## config.mk

```make
export PLATFORM = sky130hd
export DESIGN_NAME = tdpt_seq
export DESIGN_NICKNAME = d
export VERILOG_FILES = /design/src/rtl/tdpt_pkg.sv /design/src/rtl/tdpt_div.sv /design/src/rtl/tdpt_seq.sv
export SDC_FILE = /design/constraint.sdc
export NUM_CORES = 1
export LEC_CHECK = 0
export BUFFER_PORTS_ARGS = -buffer_cell sky130_fd_sc_hd__buf_2
export CAP_MARGIN = 40
export CELL_PAD_IN_SITES_DETAIL_PLACEMENT = 1
export CELL_PAD_IN_SITES_GLOBAL_PLACEMENT = 1
export CORE_MARGIN = 4
export CORE_UTILIZATION = 48
export CTS_CLUSTER_SIZE = 8
export DETAILED_ROUTE_END_ITERATION = 7
export PLACE_DENSITY_LB_ADDON = 0.1
export SYNTH_ARGS = -nofsm -noshare
export SYNTH_HDL_FRONTEND = slang
export SYNTH_SLANG_ARGS = --single-unit
```

## constraint.sdc

```tcl
create_clock -name i_clk -period 3.8 [get_ports i_clk]
set_input_delay 0.19 -clock i_clk [delete_from_list [all_inputs] [get_ports i_clk]]
set_output_delay 0.19 -clock i_clk [all_outputs]
set_load 0.02 [all_outputs]
```

## src/rtl/tdpt_pkg.sv

```systemverilog
// Shared types and constants for the trial division prime tester.
`timescale 1ns / 1ps
package tdpt_pkg;

    localparam int COUNT_W = 11;
    localparam logic [COUNT_W-1:0] COUNT_MAX = 11'd2047;
    localparam logic [COUNT_W-1:0] PRIME_COUNT = 11'd2;

    typedef enum logic [2:0] {
        S_IDLE,
        S_LAUNCH,
        S_DIV,
        S_DONE
    } t_seq_state;

    typedef struct packed {
        logic busy;
        logic done;
    } t_div_stat;

    typedef struct packed {
        logic start;
    } t_div_ctl;

endpackage

```

## src/rtl/tdpt_div.sv

```systemverilog
// Radix-2 restoring divider, one quotient bit per cycle.
`timescale 1ns / 1ps
module tdpt_div #(
    parameter int NUM_WIDTH = 32
) (
    input  logic                  i_clk,
    input  logic                  i_rst_n,
    input  tdpt_pkg::t_div_ctl    i_ctl,
    input  logic [NUM_WIDTH-1:0]  i_dividend,
    input  logic [NUM_WIDTH-1:0]  i_divisor,
    output tdpt_pkg::t_div_stat   o_stat,
    output logic [NUM_WIDTH-1:0]  o_quotient,
    output logic [NUM_WIDTH-1:0]  o_remainder
);

    localparam int CW = $clog2(NUM_WIDTH + 1);

    logic [NUM_WIDTH-1:0] r_quo;
    logic [NUM_WIDTH-1:0] r_rem;
    logic [CW-1:0]        r_cnt;
    logic                 r_busy;
    logic                 r_done;

    logic [NUM_WIDTH:0]   rem_sh;
    logic [NUM_WIDTH:0]   rem_dif;
    logic                 qbit;

    always_comb begin
        rem_sh  = {r_rem, r_quo[NUM_WIDTH-1]};
        rem_dif = rem_sh - {1'b0, i_divisor};
        qbit    = (rem_sh >= {1'b0, i_divisor});
    end

    always_ff @(posedge i_clk) begin
        if (!i_rst_n) begin
            r_busy <= 1'b0;
            r_done <= 1'b0;
            r_cnt  <= '0;
        end else begin
            r_done <= 1'b0;
            if (i_ctl.start) begin
                r_busy <= 1'b1;
                r_cnt  <= CW'(NUM_WIDTH);
            end else if (r_busy) begin
                r_cnt <= r_cnt - 1'b1;
                if (r_cnt == CW'(1)) begin
                    r_busy <= 1'b0;
                    r_done <= 1'b1;
                end
            end
        end
    end

    always_ff @(posedge i_clk) begin
        if (i_ctl.start) begin
            r_quo <= i_dividend;
            r_rem <= '0;
        end else if (r_busy) begin
            r_quo <= {r_quo[NUM_WIDTH-2:0], qbit};
            r_rem <= qbit ? rem_dif[NUM_WIDTH-1:0] : rem_sh[NUM_WIDTH-1:0];
        end
    end

    assign o_stat.busy  = r_busy;
    assign o_stat.done  = r_done;
    assign o_quotient   = r_quo;
    assign o_remainder  = r_rem;

endmodule

```

## src/rtl/tdpt_seq.sv

```systemverilog
// Candidate sequencer: steps the trial divisor and accumulates the divisor count.
`timescale 1ns / 1ps
module tdpt_seq #(
    parameter int NUM_WIDTH = 32
) (
    input  logic                          i_clk,
    input  logic                          i_rst_n,
    input  logic                          i_start,
    input  logic [NUM_WIDTH-1:0]          i_number,
    input  logic                          i_hold,
    output logic                          o_busy,
    output logic                          o_done,
    output logic [tdpt_pkg::COUNT_W-1:0]  o_count,
    output logic                          o_prime
);

    tdpt_pkg::t_seq_state r_state;
    tdpt_pkg::t_seq_state n_state;

    logic [NUM_WIDTH-1:0]          r_n;
    logic [NUM_WIDTH-1:0]          r_i;
    logic [tdpt_pkg::COUNT_W-1:0]  r_cnt;
    logic [NUM_WIDTH-1:0]          n_n;
    logic [NUM_WIDTH-1:0]          n_i;
    logic [tdpt_pkg::COUNT_W-1:0]  n_cnt;

    tdpt_pkg::t_div_ctl    div_ctl;
    tdpt_pkg::t_div_stat   div_stat;
    logic [NUM_WIDTH-1:0]  quo;
    logic [NUM_WIDTH-1:0]  rem;
    logic [tdpt_pkg::COUNT_W:0] sum;
    logic                  done;

    tdpt_div #(
        .NUM_WIDTH(NUM_WIDTH)
    ) u_div (
        .i_clk       (i_clk),
        .i_rst_n     (i_rst_n),
        .i_ctl       (div_ctl),
        .i_dividend  (r_n),
        .i_divisor   (r_i),
        .o_stat      (div_stat),
        .o_quotient  (quo),
        .o_remainder (rem)
    );

    always_ff @(posedge i_clk) begin
        if (!i_rst_n) begin
            r_state <= tdpt_pkg::S_IDLE;
        end else begin
            r_state <= n_state;
        end
    end

    always_ff @(posedge i_clk) begin
        r_n   <= n_n;
        r_i   <= n_i;
        r_cnt <= n_cnt;
    end

    always_comb begin
        n_state       = r_state;
        n_n           = r_n;
        n_i           = r_i;
        n_cnt         = r_cnt;
        div_ctl.start = 1'b0;
        done          = 1'b0;
        sum           = {1'b0, r_cnt} + ((quo != r_i) ? 12'd2 : 12'd1);
        unique case (r_state)
            tdpt_pkg::S_IDLE: begin
                if (i_start) begin
                    n_n   = i_number;
                    n_i   = NUM_WIDTH'(1);
                    n_cnt = '0;
                    n_state = (i_number == '0) ? tdpt_pkg::S_DONE : tdpt_pkg::S_LAUNCH;
                end
            end
            tdpt_pkg::S_LAUNCH: begin
                div_ctl.start = 1'b1;
                n_state       = tdpt_pkg::S_DIV;
            end
            tdpt_pkg::S_DIV: begin
                if (div_stat.done) begin
                    if (quo < r_i) begin
                        n_state = tdpt_pkg::S_DONE;
                    end else begin
                        if (rem == '0) begin
                            n_cnt = sum[tdpt_pkg::COUNT_W] ? tdpt_pkg::COUNT_MAX
                                                           : sum[tdpt_pkg::COUNT_W-1:0];
                        end
                        n_i     = r_i + 1'b1;
                        n_state = tdpt_pkg::S_LAUNCH;
                    end
                end
            end
            tdpt_pkg::S_DONE: begin
                if (!i_hold) begin
                    done    = 1'b1;
                    n_state = tdpt_pkg::S_IDLE;
                end
            end
            default: begin
                n_state = tdpt_pkg::S_IDLE;
            end
        endcase
    end

    assign o_busy  = (r_state != tdpt_pkg::S_IDLE);
    assign o_done  = done;
    assign o_count = r_cnt;
    assign o_prime = (r_cnt == tdpt_pkg::PRIME_COUNT);

endmodule

```

* Word-level counts from Yosys, hierarchy flattened *
Cells that the tools add are included.

operators by class
  add/subtract/negate cells = 4
  magnitude comparators = 2
  equal/unequal tests = 11
  muxes and demuxes = 29
  bitwise operators = 2
  reduce and logical (&&, ||, !) cells = 12

operators with widths
  kind                                                  number
  2-to-1 mux 32 bit                                     6
  logical NOT 32 bit                                    2
  case mux 32 bit (2 select lines)                      1
  2-to-1 mux 11 bit                                     5
  greater-or-equal comparator 33 x 32 -> 1 bit          1
  adder 32 x 1 -> 32 bit, second input constant         1
  < comparator 32 bit                                   1
  inequality test 32 bit                                1
  subtractor 32 bit                                     1
  case mux 11 bit (2 select lines)                      1
  adder 11 x 2 -> 12 bit                                1
  2-to-1 mux 6 bit                                      2
  case mux 3 bit (4 select lines)                       1
  equality test 11 x 2 -> 1 bit, second input constant  1
  2-to-1 mux 3 bit                                      3
  inequality test 2 bit, second input constant          4
  2-to-1 mux 1 bit                                      7
  equality test 3 x 2 -> 1 bit, second input constant   2
  equality test 6 x 1 -> 1 bit, second input constant   1
  2-to-1 mux 2 bit                                      3
  subtractor 6 x 1 -> 6 bit, second input constant      1
  AND reduction 5 bit                                   1
  AND reduction 4 bit                                   1
  nonzero test 2 bit                                    2
  9 further kinds                                       10

storage, ports and cells
  register bits after elaboration = 150
  output and inout port bits = 14
  logic and storage cells = 70

* Logic depth before layout (Yosys ltp) *
Gate-level depths: netlist of the first run.

  word-level depth = 8
  mapped depth = 15

* Hierarchy *
Synthesis of the first run repeated with hierarchy kept, for this count alone.

unflattened totals
  cell total of the unflattened synthesis = 981
  area, all modules = 9320.2 sq um

modules (own cells, without submodules)
  module    times used  cells an instance  area an instance (sq um)
  tdpt_div  1           569                4922.2
  tdpt_seq  1           412                4398.0

* Least setup slack after synthesis of the first run *
No wires, ideal clock.

  path type = register -> register
  start = register r_i[1]
  end = register r_i[0], enable pin
  library setup time = 0.421 ns
  arrival = 2.862 ns
  data required time = 3.379 ns
  setup slack = 0.517 ns
  cell stages (with the launch flop) = 12
  path buffers = 0
  period minus slack after synthesis = 3.283 ns
  path through = edfxtp_1 -> inv_1 -> ha_1 -> nor2b_1 -> o21ai_0 -> nand2b_1 -> a21oi_1 -> o21ai_0 -> a221oi_1 -> o21ai_0 -> a21oi_1 -> nor2_1

between the ends
  word-level cells in the longest chain between the ends = 3

RTL lines
  what                             RTL line        RTL
  from (decl)                      tdpt_seq.sv:21  logic [NUM_WIDTH-1:0] r_i;
  from (signal assigned)           tdpt_seq.sv:57  r_i <= n_i;
  < comparator 32 bit              tdpt_seq.sv:84  if (quo < r_i) begin
  inequality test 2 bit (no line)  -
  AND reduction 4 bit (no line)    -

No other way between the ends.
A chain may end at the register's enable or synchronous reset.

* Final worst setup path of the first run *
  start = register r_i[9]
  end = register u_div.r_rem[0] (netlist: u_div.o_remainder[0])

between the ends
  word-level cells in the longest chain between the ends = 2

RTL lines
  what                                          RTL line        RTL
  greater-or-equal comparator 33 x 32 -> 1 bit  tdpt_div.sv:31  qbit = (rem_sh >= {1'b0, i_divisor});
  2-to-1 mux 32 bit                             tdpt_div.sv:60  r_rem <= qbit ? rem_dif[NUM_WIDTH-1:0] : rem_sh[NUM_WIDTH-1:0];
  to (signal assigned)                          tdpt_div.sv:60
  to (decl)                                     tdpt_div.sv:19  logic [NUM_WIDTH-1:0] r_rem;

No other way between the ends.

==> results.md, run 1 <==
* Status: complete, no violations
* First-pass GRT wire length at 45500 um
* CTS buffer count at 17
* Core area at 18800 um2
* Post-layout min period at 3.53 ns
* Synth Area in Simple Gates at 0.204
* Routability cong. at between 0.8 and 0.9
* Number of library cell types mapped by synthesis at 60
* Unrepaired setup endpoints after global routing: false
* EDFF count, synth at 107
* Final setup viols at 0
* CP max FO at 24
* Via/cell ratio at roughly 5.8
* # port buffers at 49
* Synth Cell Area at 9270 um2
* Slew Viols, Final at 0
* Vias in the first global route at 8267
* Post-synthesis adder-cell area fraction at 0.0974
* Clk_lat worst skew at about 0.44 ns
* Die height at 147 um
* CTS tree: yes
* Mux contribution to synthesized area at 0.0208
* Sequential power share at 0.319
* Slew margin rel. at 0.440
* DR iter-0 viols at 519
* Dpl hpwl at 19600 um
* Clock share of power at 0.238
* PnR worst setup slack at 0.274 ns
* Ys async rst share at 0
* Setup_tns at 0 ns
* Detailed-route via count at between 7k and 8k
* Yosys top cell area share at 0.347
* Clock Tree Buf Depth at 2
* Worst Path Required at 4.09 ns
* Net switching power at 3.13 mW
* Pleak at about 4.3 nW
* Worst hold slack at 0.105 ns
* Maximum clock frequency at 0.284 GHz
* Cell Area, Placed at approximately 9800 um2
* Grt ovf at 0
* Metal3 WL at 1080 um
* Layout cells sized above 1 at 0.105
* Inst Count DP at 1292
* Pwr/cell area at 703 nW/um2
* Main synth FF type: edfxtp_1
* Data arrival time of the worst path at between 3 and 4 ns
* Non-Filler Instances at 1357
* Worst r2r path cells at 12
* Fin Clk Skew at 0.0171 ns
* WHS Path Cells at 2
* Antenna violations before repair at 0
* Util after Layout at 0.571
* Crit start category: register
* Synth area leaders: edfxtp_1, ha_1, dfxtp_1
* Fin crit share at 0.928
* Peak VDD IR at 0.407 mV
* #FFs+latches synth at approximately 150
* Total power draw at between 7 and 8 mW
* Largest net degree at the start of global routing at 58
* WS Path Type: reg -> reg
* Nets at 1191
* DRC Markers at 0
* Tightest Pin Transition at 0.840 ns
* Worst min-delay path class: in -> reg
* Sw Share at 0.415
* Metal2 WL at 13600 um
* DRT met1 WL at 12900 um
* Initial Utilization at 0.492
* Clk sinks at 149
* Layout fillers at approximately 2.1k
* Logic pwr share at 0.443
* Site row count at 50
* DR pass1 iterations at 5
* Total Routing Usage GR at 0.266
* Gate Count Post-Synth at 1007
* Io pins at 50
* Die area at around 22000 um2
* Post-synthesis compound-gate area fraction at 0.139
* XOR/XNOR share of the synthesized area at 0.0605
* Number of H-tree levels at 4
* Wire per inst at about 21 um
* Cell Int Power at 4.42 mW
* Mean post-synth cell area at about 9 um2
* Hold Vio Cnt, Final at 0
* Dpl ws at ~0.19 ns
* Clock-pin slew on the worst setup and hold paths at 0.07 ns
* Root buf cell: clkbuf_16
* Register area share after synthesis at 0.437
* Synth Warn # at 0
* Die width at 147 um
* Area delta synth->final at 15.9%
* Max cap viols at 0
* Critical Path End Type: register
* Dominant cell type by area after synthesis: edfxtp_1
* Ant. Diodes at 0
* Final instance area at 10700 um2
* Final WL at 28400 um
* Largest family of logic cells by synthesized area: simple AND/OR/NAND/NOR gates
* Top Metal Used: met4
* Post-Syn Nets at 1114
* ANT nets after route at 0
critical path, cell delays in order, from the launching register on:
cell and delay (ns):
edfxtp_1 0.43, inv_1 0.15, ha_1 0.46, nand4_1 0.20
or4_1 0.42, or4_1 0.53, a21oi_1 0.22, a211oi_1 0.08
a21bo_4 0.25, buf_12 0.19, nand2_1 0.13, o21ai_1 0.19
a211oi_1 0.12
area by class of cell:
cell class	count	area, um2	area share
Tap cell	260	325	0.0303
Sequential cell	149	4060	0.377
Timing Repair Buffer	97	702	0.0653
Clock buffer	18	429	0.0399
Inverter	53	199	0.0185
Clock inverter	14	181	0.0169
Multi-Input combinational cell	766	4850	0.452
cell families (layout without fill, tap and decap cells):
kind of cell / Yosys count / after routing
AO/OA/AOI/OAI: 210 / 210
flip-flops: 149 / 149
multiplexers: 19 / 19
adder cells (fa/ha/maj): 71 / 71
buffers and inverters: 92 / 182
XOR/XNOR: 64 / 64
AND/OR/NAND/NOR: 402 / 402
sequential cells by signal (all words and copies together), names as in the netlist:
register	cells
o_count	11
r_state	2
u_div.o_remainder	32
u_div.r_busy	1
r_n	32
u_div.o_quotient	32
u_div.r_cnt	6
r_i	32
u_div.r_done	1
layout by cell type (no fill, tap or decap), types with 3 or more instances in the layout:
master / count
and3_1: 7
nor4_1: 22
o211ai_1: 9
o21ai_1: 9
or3_1: 9
dfxtp_1: 41
nand2_1: 148
and4_1: 3
o21a_1: 5
edfxtp_1: 107
nor2_1: 86
inv_6: 6
dlygate4sd3_1: 32
nand3_1: 32
clkbuf_16: 17
nand2b_1: 16
nand4_1: 22
mux2i_1: 17
o21ai_0: 45
o21bai_1: 7
inv_8: 4
nor2b_1: 18
buf_2: 49
ha_1: 67
a21o_1: 16
nor3_1: 19
or4_1: 4
a31oi_1: 5
buf_4: 14
xor2_1: 15
xnor2_1: 49
or2_2: 3
a211oi_1: 15
o31ai_1: 4
a21oi_1: 73
inv_1: 53
synthesized netlist by cell type, drive strengths merged (7+ instances only):
library cell	count
xnor2	49
dfxtp	42
o21bai	7
a211oi	15
ha	69
nor4	22
nor3	20
and3	7
clkbuf	26
or3	9
nor2b	19
nand2	148
mux2i	17
nand2b	16
nand4	24
inv	53
a21oi	73
a21o	16
o211ai	9
nand3	32
buf	13
nor2	88
edfxtp	107
xor2	15
o21ai	54
power groups by stage:
stage               Combinational, mW  Clock (mW)  Sequential [mW]
floorplan                        2.48           0             2.30
global placement                 3.15           0             2.42
detailed placement               3.21           0             2.43
CTS                              3.29        1.81             2.40
global route                     3.69        1.90             2.45
finish                           3.34        1.80             2.41
final timing paths:
kind,end,startpoint,slack (ns)
setup reg to reg,u_div.o_remainder[0],r_i[9],0.27
hold / removal,u_div.r_cnt[5],i_rst_n,0.10
setup / recovery,u_div.o_remainder[0],r_i[9],0.27
hold reg to reg,u_div.r_cnt[0],u_div.r_cnt[0],0.51
metal layers:
metal	up-vias	GRT usage
met5	-	0
met2	195	0.445
li1	3773	-
met4	0	0.0899
met1	3869	0.356
met3	52	0.0410
timing repair:
item                                    4_1_cts  5_1_grt
endpoints found under the setup margin        0        2
hold buffers                                 32        0
endpoints found under the hold margin        32        0
gates resized for setup                       0        2
setup buffers                                 0        1
Note: power is estimated with default switching activity, not from simulation.
==> inputs of run 2 (changes only) <==
CORE_ASPECT_RATIO = 0.6   (was not set)
==> run 2 against run 1 <==
Compared with the run above: die area grew 0.34%; non-clock buffer count grew 3; clock power is essentially flat; first-iteration DRC count grew 50%; sequential share of layout area is essentially flat; fmax shrank 1.3%; final area is essentially flat; sequential power is essentially flat; worst setup slack lost 0.048 ns; power grew 1.4%; via count grew 2.0%; critical path type unchanged; critical endpoint is now u_div.o_remainder[4]; highest routed layer unchanged.
==> results.md, run 2 (synthesized netlist as in run 1, its figures left out) <==
* Max cap viols at 0 (unchanged)
* Dpl hpwl at 21500 um (was 19600 um)
* CP Capture Point: u_div.o_remainder[4] (was u_div.o_remainder[0])
* Post-CTS Setup Repair Bufs at 0 (unchanged)
* Setup_tns at 0 ns (unchanged)
* Detailed-route via count at 8049 (was 7889)
* DR pass1 iterations at 5 (unchanged)
* # port buffers at 49 (unchanged)
* CTS buffer count at 17 (unchanged)
* Hold Vio Cnt, Final at 0 (unchanged)
* Largest net degree at the start of global routing at 51 (was 58)
* Peak VDD IR at 0.541 mV (was 0.407 mV)
* Reg-to-reg startpoint: r_i[15] (was r_i[9])
* Core area at 19000 um2 (was 18800 um2)
* Layout cells sized above 1 at 0.107 (was 0.105)
* CTS tree: yes (unchanged)
* Site row count at 39 (was 50)
* Fin Clk Skew at 0.00896 ns (was 0.0171 ns)
* Area delta synth->final at 16.0% (was 15.9%)
* Data arrival time of the worst path at 3.86 ns (was 3.81 ns)
* Total Routing Usage GR at 0.283 (was 0.266)
* Routability cong. at 0.914 (was 0.895)
* Critical Path End Type: register (unchanged)
* Worst min-delay path class: in -> reg (unchanged)
* WS Path Type: reg -> reg (unchanged)
* Wire per inst at 22.5 um (was 20.9 um)
* Antenna violations before repair at 0 (unchanged)
* Tightest Pin Transition at 0.880 ns (was 0.840 ns)
* Setup crit start: r_i[15] (was r_i[9])
* Status: complete, no violations (unchanged)
* Clk_lat worst skew at 0.44 ns (about the same)
* Pwr/cell area at 712 nW/um2 (was 703 nW/um2)
* ANT nets after route at 0 (unchanged)
* Fin crit share at 0.940 (was 0.928)
* Worst r2r path cells at 11 (was 12)
* Clock-pin slew on the worst setup and hold paths at 0.06 ns (was 0.07 ns)
* Ant. Diodes at 0 (unchanged)
* Io pins at 50 (unchanged)
* Maximum clock frequency at 0.280 GHz (was 0.284 GHz)
* DR iter-0 viols at 778 (was 519)
* DRC Markers at 0 (unchanged)
* Worst hold start: i_rst_n (unchanged)
* Total power draw at 7.66 mW (was 7.55 mW)
* Number of H-tree levels at 4 (unchanged)
* Unrepaired setup endpoints after global routing: false (unchanged)
* Slew Viols, Final at 0 (unchanged)
* Die width at 187 um (was 147 um)
* Final WL at 30300 um (was 28400 um)
* Die height at 116 um (was 147 um)
* Clock Tree Buf Depth at 2 (unchanged)
* CP max FO at 14 (was 24)
* Post-layout min period at 3.57 ns (was 3.53 ns)
* Clk sinks at 149 (unchanged)
* R2R Path End: u_div.o_remainder[4] (was u_div.o_remainder[0])
* Root buf cell: clkbuf_16 (unchanged)
* Grt ovf at 0 (unchanged)
* Nets at 1194 (was 1191)
* Slew margin rel. at 0.413 (was 0.440)
* FF-to-FF setup slack at 0.23 ns (was 0.27 ns)
* First-pass GRT wire length at 47300 um (was 45500 um)
* Crit start category: register (unchanged)
* Pleak at 4.32 nW (was 4.30 nW)
* Layout fillers at 2149 (was 2143)
* Via/cell ratio at 5.98 (was 5.81)
* Vias in the first global route at 8041 (was 8267)
* Initial Utilization at 0.488 (was 0.492)
* Final setup viols at 0 (unchanged)
* Die area at 21700 um2 (was 21600 um2)
* Most common cell after layout, fill and taps aside: nand2_1 (unchanged)
* Worst Path Required at 4.09 ns (about the same)
* Most frequent cells in the layout: nand2_1, edfxtp_1, nor2_1 (unchanged)
[run 2: cell types whose count changed in the layout (fill, tap and decap cells not counted)]
cell	delta
buf_4	+3
buf_6	-1
buf_8	+1
bufinv_16	+1
clkbuf_1	-1
clkbuf_8	+1
clkinv_2	+4
clkinv_4	+2
clkinv_8	-1
ha_1	+1
ha_2	-1
inv_6	-3
inv_8	-3
[run 2: worst max-delay path, stage by stage, from the launching register on]
cell and delay, ns:
edfxtp_1 0.41, inv_1 0.12, ha_1 0.44, nand4_2 0.23, or4_1 0.52, or4_1 0.55
a21oi_1 0.21, a211oi_1 0.07, a21bo_4 0.27, buf_4 0.27, mux2i_1 0.23, a211oi_1 0.10
[run 2: where the power goes]
| group | switching, mW | leakage [nW] | total, mW | internal (mW) |
|---|---|---|---|---|
| clock network | 0.752 | 0.303 | 1.81 | 1.06 |
| registers | 0.339 | 1.37 | 2.42 | 2.08 |
| logic | 2.09 | 2.65 | 3.43 | 1.34 |
| total | 3.18 | 4.32 | 7.66 | 4.48 |
[run 2: metrics by stage]
stage | hold slack [ns] | std cells | util | cell area, um2 | setup slack, ns
floorplan | 0.289 | 1007 | - | 9270 | 0.517
global placement | 0.381 | 1280 | 0.516 | 9800 | 0.351
detailed placement | 0.380 | 1282 | 0.517 | 9820 | 0.280
CTS | 0.0636 | 1346 | 0.566 | 10800 | 0.228
global route | 0.0712 | 1346 | 0.567 | 10800 | 0.0484
finish | 0.0814 | 1346 | 0.567 | 10800 | 0.227
[run 2: cell type report]
type / count / area (um2) / area share
inverters: 53 / 199 / 0.0185
well taps: 246 / 308 / 0.0286
clock buffers: 18 / 439 / 0.0408
repair buffers: 100 / 728 / 0.0677
multi-input cells: 766 / 4850 / 0.451
clock inverters: 14 / 173 / 0.0161
flip-flops and latches: 149 / 4060 / 0.377
[run 2: how the worst min path moves through the flow]
stage | cells after the start | slack, ns | to
after floorplan | 0 | 0.29 | r_n[0]
after global placement | 1 | 0.38 | r_n[11]
after detailed placement | 1 | 0.38 | r_n[11]
after CTS | 2 | 0.06 | u_div.r_cnt[5]
after global routing | 2 | 0.07 | r_state[1]
final | 2 | 0.08 | r_state[1]
[run 2: layer usage]
metal	GRT usage	up-vias	routed length, um
met1	0.425	3962	15100
met4	0.0591	0	355
li1	-	3799	-
met2	0.428	259	12800
met5	0	-	0
met3	0.0584	29	1950
[run 2: timing repair]
item,in CTS,in global routing
endpoints found under the hold margin,32,0
endpoints found under the setup margin,0,2
resized for setup,0,1
hold buffers,32,0
==> inputs of run 3 (changes only) <==
SETUP_SLACK_MARGIN = 0.5   (was not set)
==> run 3 against run 2 <==
Compared with the run above: utilization up 2.6 points; critical path depth is the same; cell count grew 1.3%; sequential power is 2% higher; critical endpoint is now u_div.o_remainder[14].
==> results.md, run 3 (synthesized netlist as in run 1, its figures left out) <==
* Routability cong. at 0.914 (unchanged)
* Wire per inst at 23.4 um (was 22.5 um)
* Max cap viols at 0 (unchanged)
* Die width at 187 um (unchanged)
* Layout fillers at 2124 (was 2149)
* Tightest Pin Transition at 0.632 ns (was 0.880 ns)
* Logic pwr share at 0.483 (was 0.448)
* Clk sinks at 149 (unchanged)
* Most frequent cells in the layout: nand2_1, edfxtp_1, nor2_1 (unchanged)
* Critical Path End Type: register (unchanged)
* DRC Markers at 0 (unchanged)
* Maximum clock frequency at 0.304 GHz (was 0.280 GHz)
* Most common cell after layout, fill and taps aside: nand2_1 (unchanged)
* Cell Chain, Critical Path: inv_1 > ha_1 > a211oi_1 > o21bai_1 > nor3_1 > a21o_1 > a41oi_2 > a21bo_4 > buf_12 > mux2i_2 > a211oi_1 (was inv_1 > ha_1 > nand4_2 > or4_1 > or4_1 > a21oi_1 > a211oi_1 > a21bo_4 > buf_4 > mux2i_1 > a211oi_1)
* Unrepaired setup endpoints after global routing: true (was false)
* Final WL at 32000 um (was 30300 um)
* Io pins at 50 (unchanged)
* Core area at 19000 um2 (unchanged)
* Status: complete, no violations (unchanged)
* Sequential power share at 0.298 (was 0.316)
* Net switching power at 3.45 mW (was 3.18 mW)
* Peak VDD IR at 0.519 mV (was 0.541 mV)
* Area delta synth->final at 21.4% (was 16.0%)
* Vias in the first global route at 8090 (was 8041)
* Largest net degree at the start of global routing at 51 (unchanged)
* Site row count at 39 (unchanged)
* Die area at 21700 um2 (unchanged)
* Data arrival time of the worst path at 3.62 ns (was 3.86 ns)
* Buffer and inverter count on the worst path at 2 (unchanged)
* Slowest stage delay, CP at 0.45 ns (was 0.55 ns)
* Util after Layout at 0.593 (was 0.567)
* Layout cells sized above 1 at 0.169 (was 0.107)
* Clock Tree Buf Depth at 2 (unchanged)
* Pleak at 4.40 nW (was 4.32 nW)
* Seq. cell area at 4060 um2 (unchanged)
* Clk_lat worst skew at 0.44 ns (about the same)
* Number of H-tree levels at 4 (unchanged)
* CP max-delay cell: edfxtp_1 (was or4_1)
* Antenna violations before repair at 0 (unchanged)
* Fin crit share at 0.867 (was 0.940)
* Post-layout min period at 3.29 ns (was 3.57 ns)
* WS Path Type: reg -> reg (unchanged)
* Dpl hpwl at 21500 um (unchanged)
* Detailed-route via count at 8285 (was 8049)
* Crit start category: register (unchanged)
* Fin Clk Skew at 0.00995 ns (was 0.00896 ns)
* # port buffers at 49 (unchanged)
* Via/cell ratio at 6.07 (was 5.98)
* Slew margin rel. at 0.575 (was 0.413)
* Clock-pin slew on the worst setup and hold paths at 0.07 ns (was 0.06 ns)
* DR pass1 iterations at 5 (unchanged)
* Pwr/cell area at 734 nW/um2 (was 712 nW/um2)
* Ant. Diodes at 0 (unchanged)
* Cell Int Power at 4.81 mW (was 4.48 mW)
* Cell mode on critical path: a211oi_1
* Worst Path Required at 4.13 ns (was 4.09 ns)
* CTS tree: yes (unchanged)
* Die height at 116 um (unchanged)
* Total Routing Usage GR at 0.285 (was 0.283)
* DR iter-0 viols at 917 (was 778)
* Setup_tns at 0 ns (unchanged)
* Slew Viols, Final at 0 (unchanged)
* Root buf cell: clkbuf_16 (unchanged)
* Grt ovf at 0 (unchanged)
* Final setup viols at 0 (unchanged)
* First-pass GRT wire length at 47600 um (was 47300 um)
* Sw Share at 0.417 (was 0.415)
* Hold Vio Cnt, Final at 0 (unchanged)
* ANT nets after route at 0 (unchanged)
* Clock share of power at 0.219 (was 0.236)
* Nets at 1212 (was 1194)
* Initial Utilization at 0.488 (unchanged)
* Multi-input logic area at 5180 um2 (was 4850 um2)
* Worst min-delay path class: in -> reg (unchanged)
* CP max FO at 11 (was 14)
* Delay-heaviest family, CP: compound AO/OA/AOI/OAI gates (was simple AND/OR/NAND/NOR gates)
* CTS buffer count at 17 (unchanged)
-- run 3: changes by cell type in the layout (fill, tap and decap cells not counted), moves of 3 or more --
cell and change:
ha_4 +17, ha_1 -16, buf_4 +15, inv_1 -14, inv_2 +13, a21oi_1 -5, a21oi_2 +5, mux2i_1 -3
mux2i_2 +3, nor2_4 +3
-- run 3: stage by stage --
| step | cell area [um2] | total power, mW | std cells | worst slack, ns | hold slack, ns |
|---|---|---|---|---|---|
| 2_1_floorplan | 9270 | 4.78 | 1007 | 0.517 | 0.289 |
| 6_report | 11300 | 8.26 | 1364 | 0.507 | 0.0750 |
| 4_1_cts | 10800 | 7.62 | 1346 | 0.386 | 0.0636 |
| 3_3_place_gp | 9800 | 5.63 | 1280 | 0.351 | 0.381 |
| 3_5_place_dp | 9820 | 5.72 | 1282 | 0.280 | 0.380 |
| 5_1_grt | 11300 | 8.68 | 1364 | 0.420 | 0.0711 |
-- run 3: repair_timing --
item,4_1_cts,5_1_grt
gates resized for setup,17,61
setup endpoints to repair,55,61
hold buffers,32,0
setup buffers,0,17
hold endpoints to repair,32,0
cloned,0,1
pin swaps,0,9
-- run 3: power groups by stage --
stage / Sequential (mW) / Combinational (mW) / Clock (mW)
2_1_floorplan: 2.30 / 2.48 / 0
3_3_place_gp: 2.42 / 3.21 / 0
3_5_place_dp: 2.42 / 3.30 / 0
4_1_cts: 2.40 / 3.40 / 1.82
5_1_grt: 2.48 / 4.29 / 1.90
6_report: 2.46 / 3.99 / 1.81
-- run 3: routing by layer --
metal  routed length (um)  share of wire  track usage  up-vias
li1                     -              -            -     3829
met1                15200           0.48        0.426     4167
met2                14200           0.44        0.433      259
met3                 2210          0.069       0.0572       30
met4                  367          0.011       0.0577        0
met5                    0              0            0        -
-- run 3: final cells by class --
cell class / instances / share of cell area
Timing Repair Buffer: 118 / 0.0793
Multi-Input combinational cell: 766 / 0.461
Inverter: 53 / 0.0179
Clock inverter: 14 / 0.0153
Tap cell: 246 / 0.0274
Clock buffer: 18 / 0.0390
Sequential cell: 149 / 0.360
-- run 3: worst paths after layout --
path,startpoint,to,slack (ns),depth (start not counted)
min,i_rst_n,r_state[1],0.07,2
max,r_i[5],u_div.o_remainder[14],0.51,11
min reg2reg,r_n[8],u_div.o_quotient[8],0.52,2
max reg2reg,r_i[5],u_div.o_remainder[14],0.51,11
-- run 3: worst register-to-register path: cells and delay by family, from the launching register on --
family                     cells  cell delay, ns
AOI/OAI and AO/OA              6            1.82
adders and majority gates      1            0.27
buffers and inverters          2            0.42
DFF                            1            0.45
muxes                          1            0.10
and+or+nand+nor                1            0.11
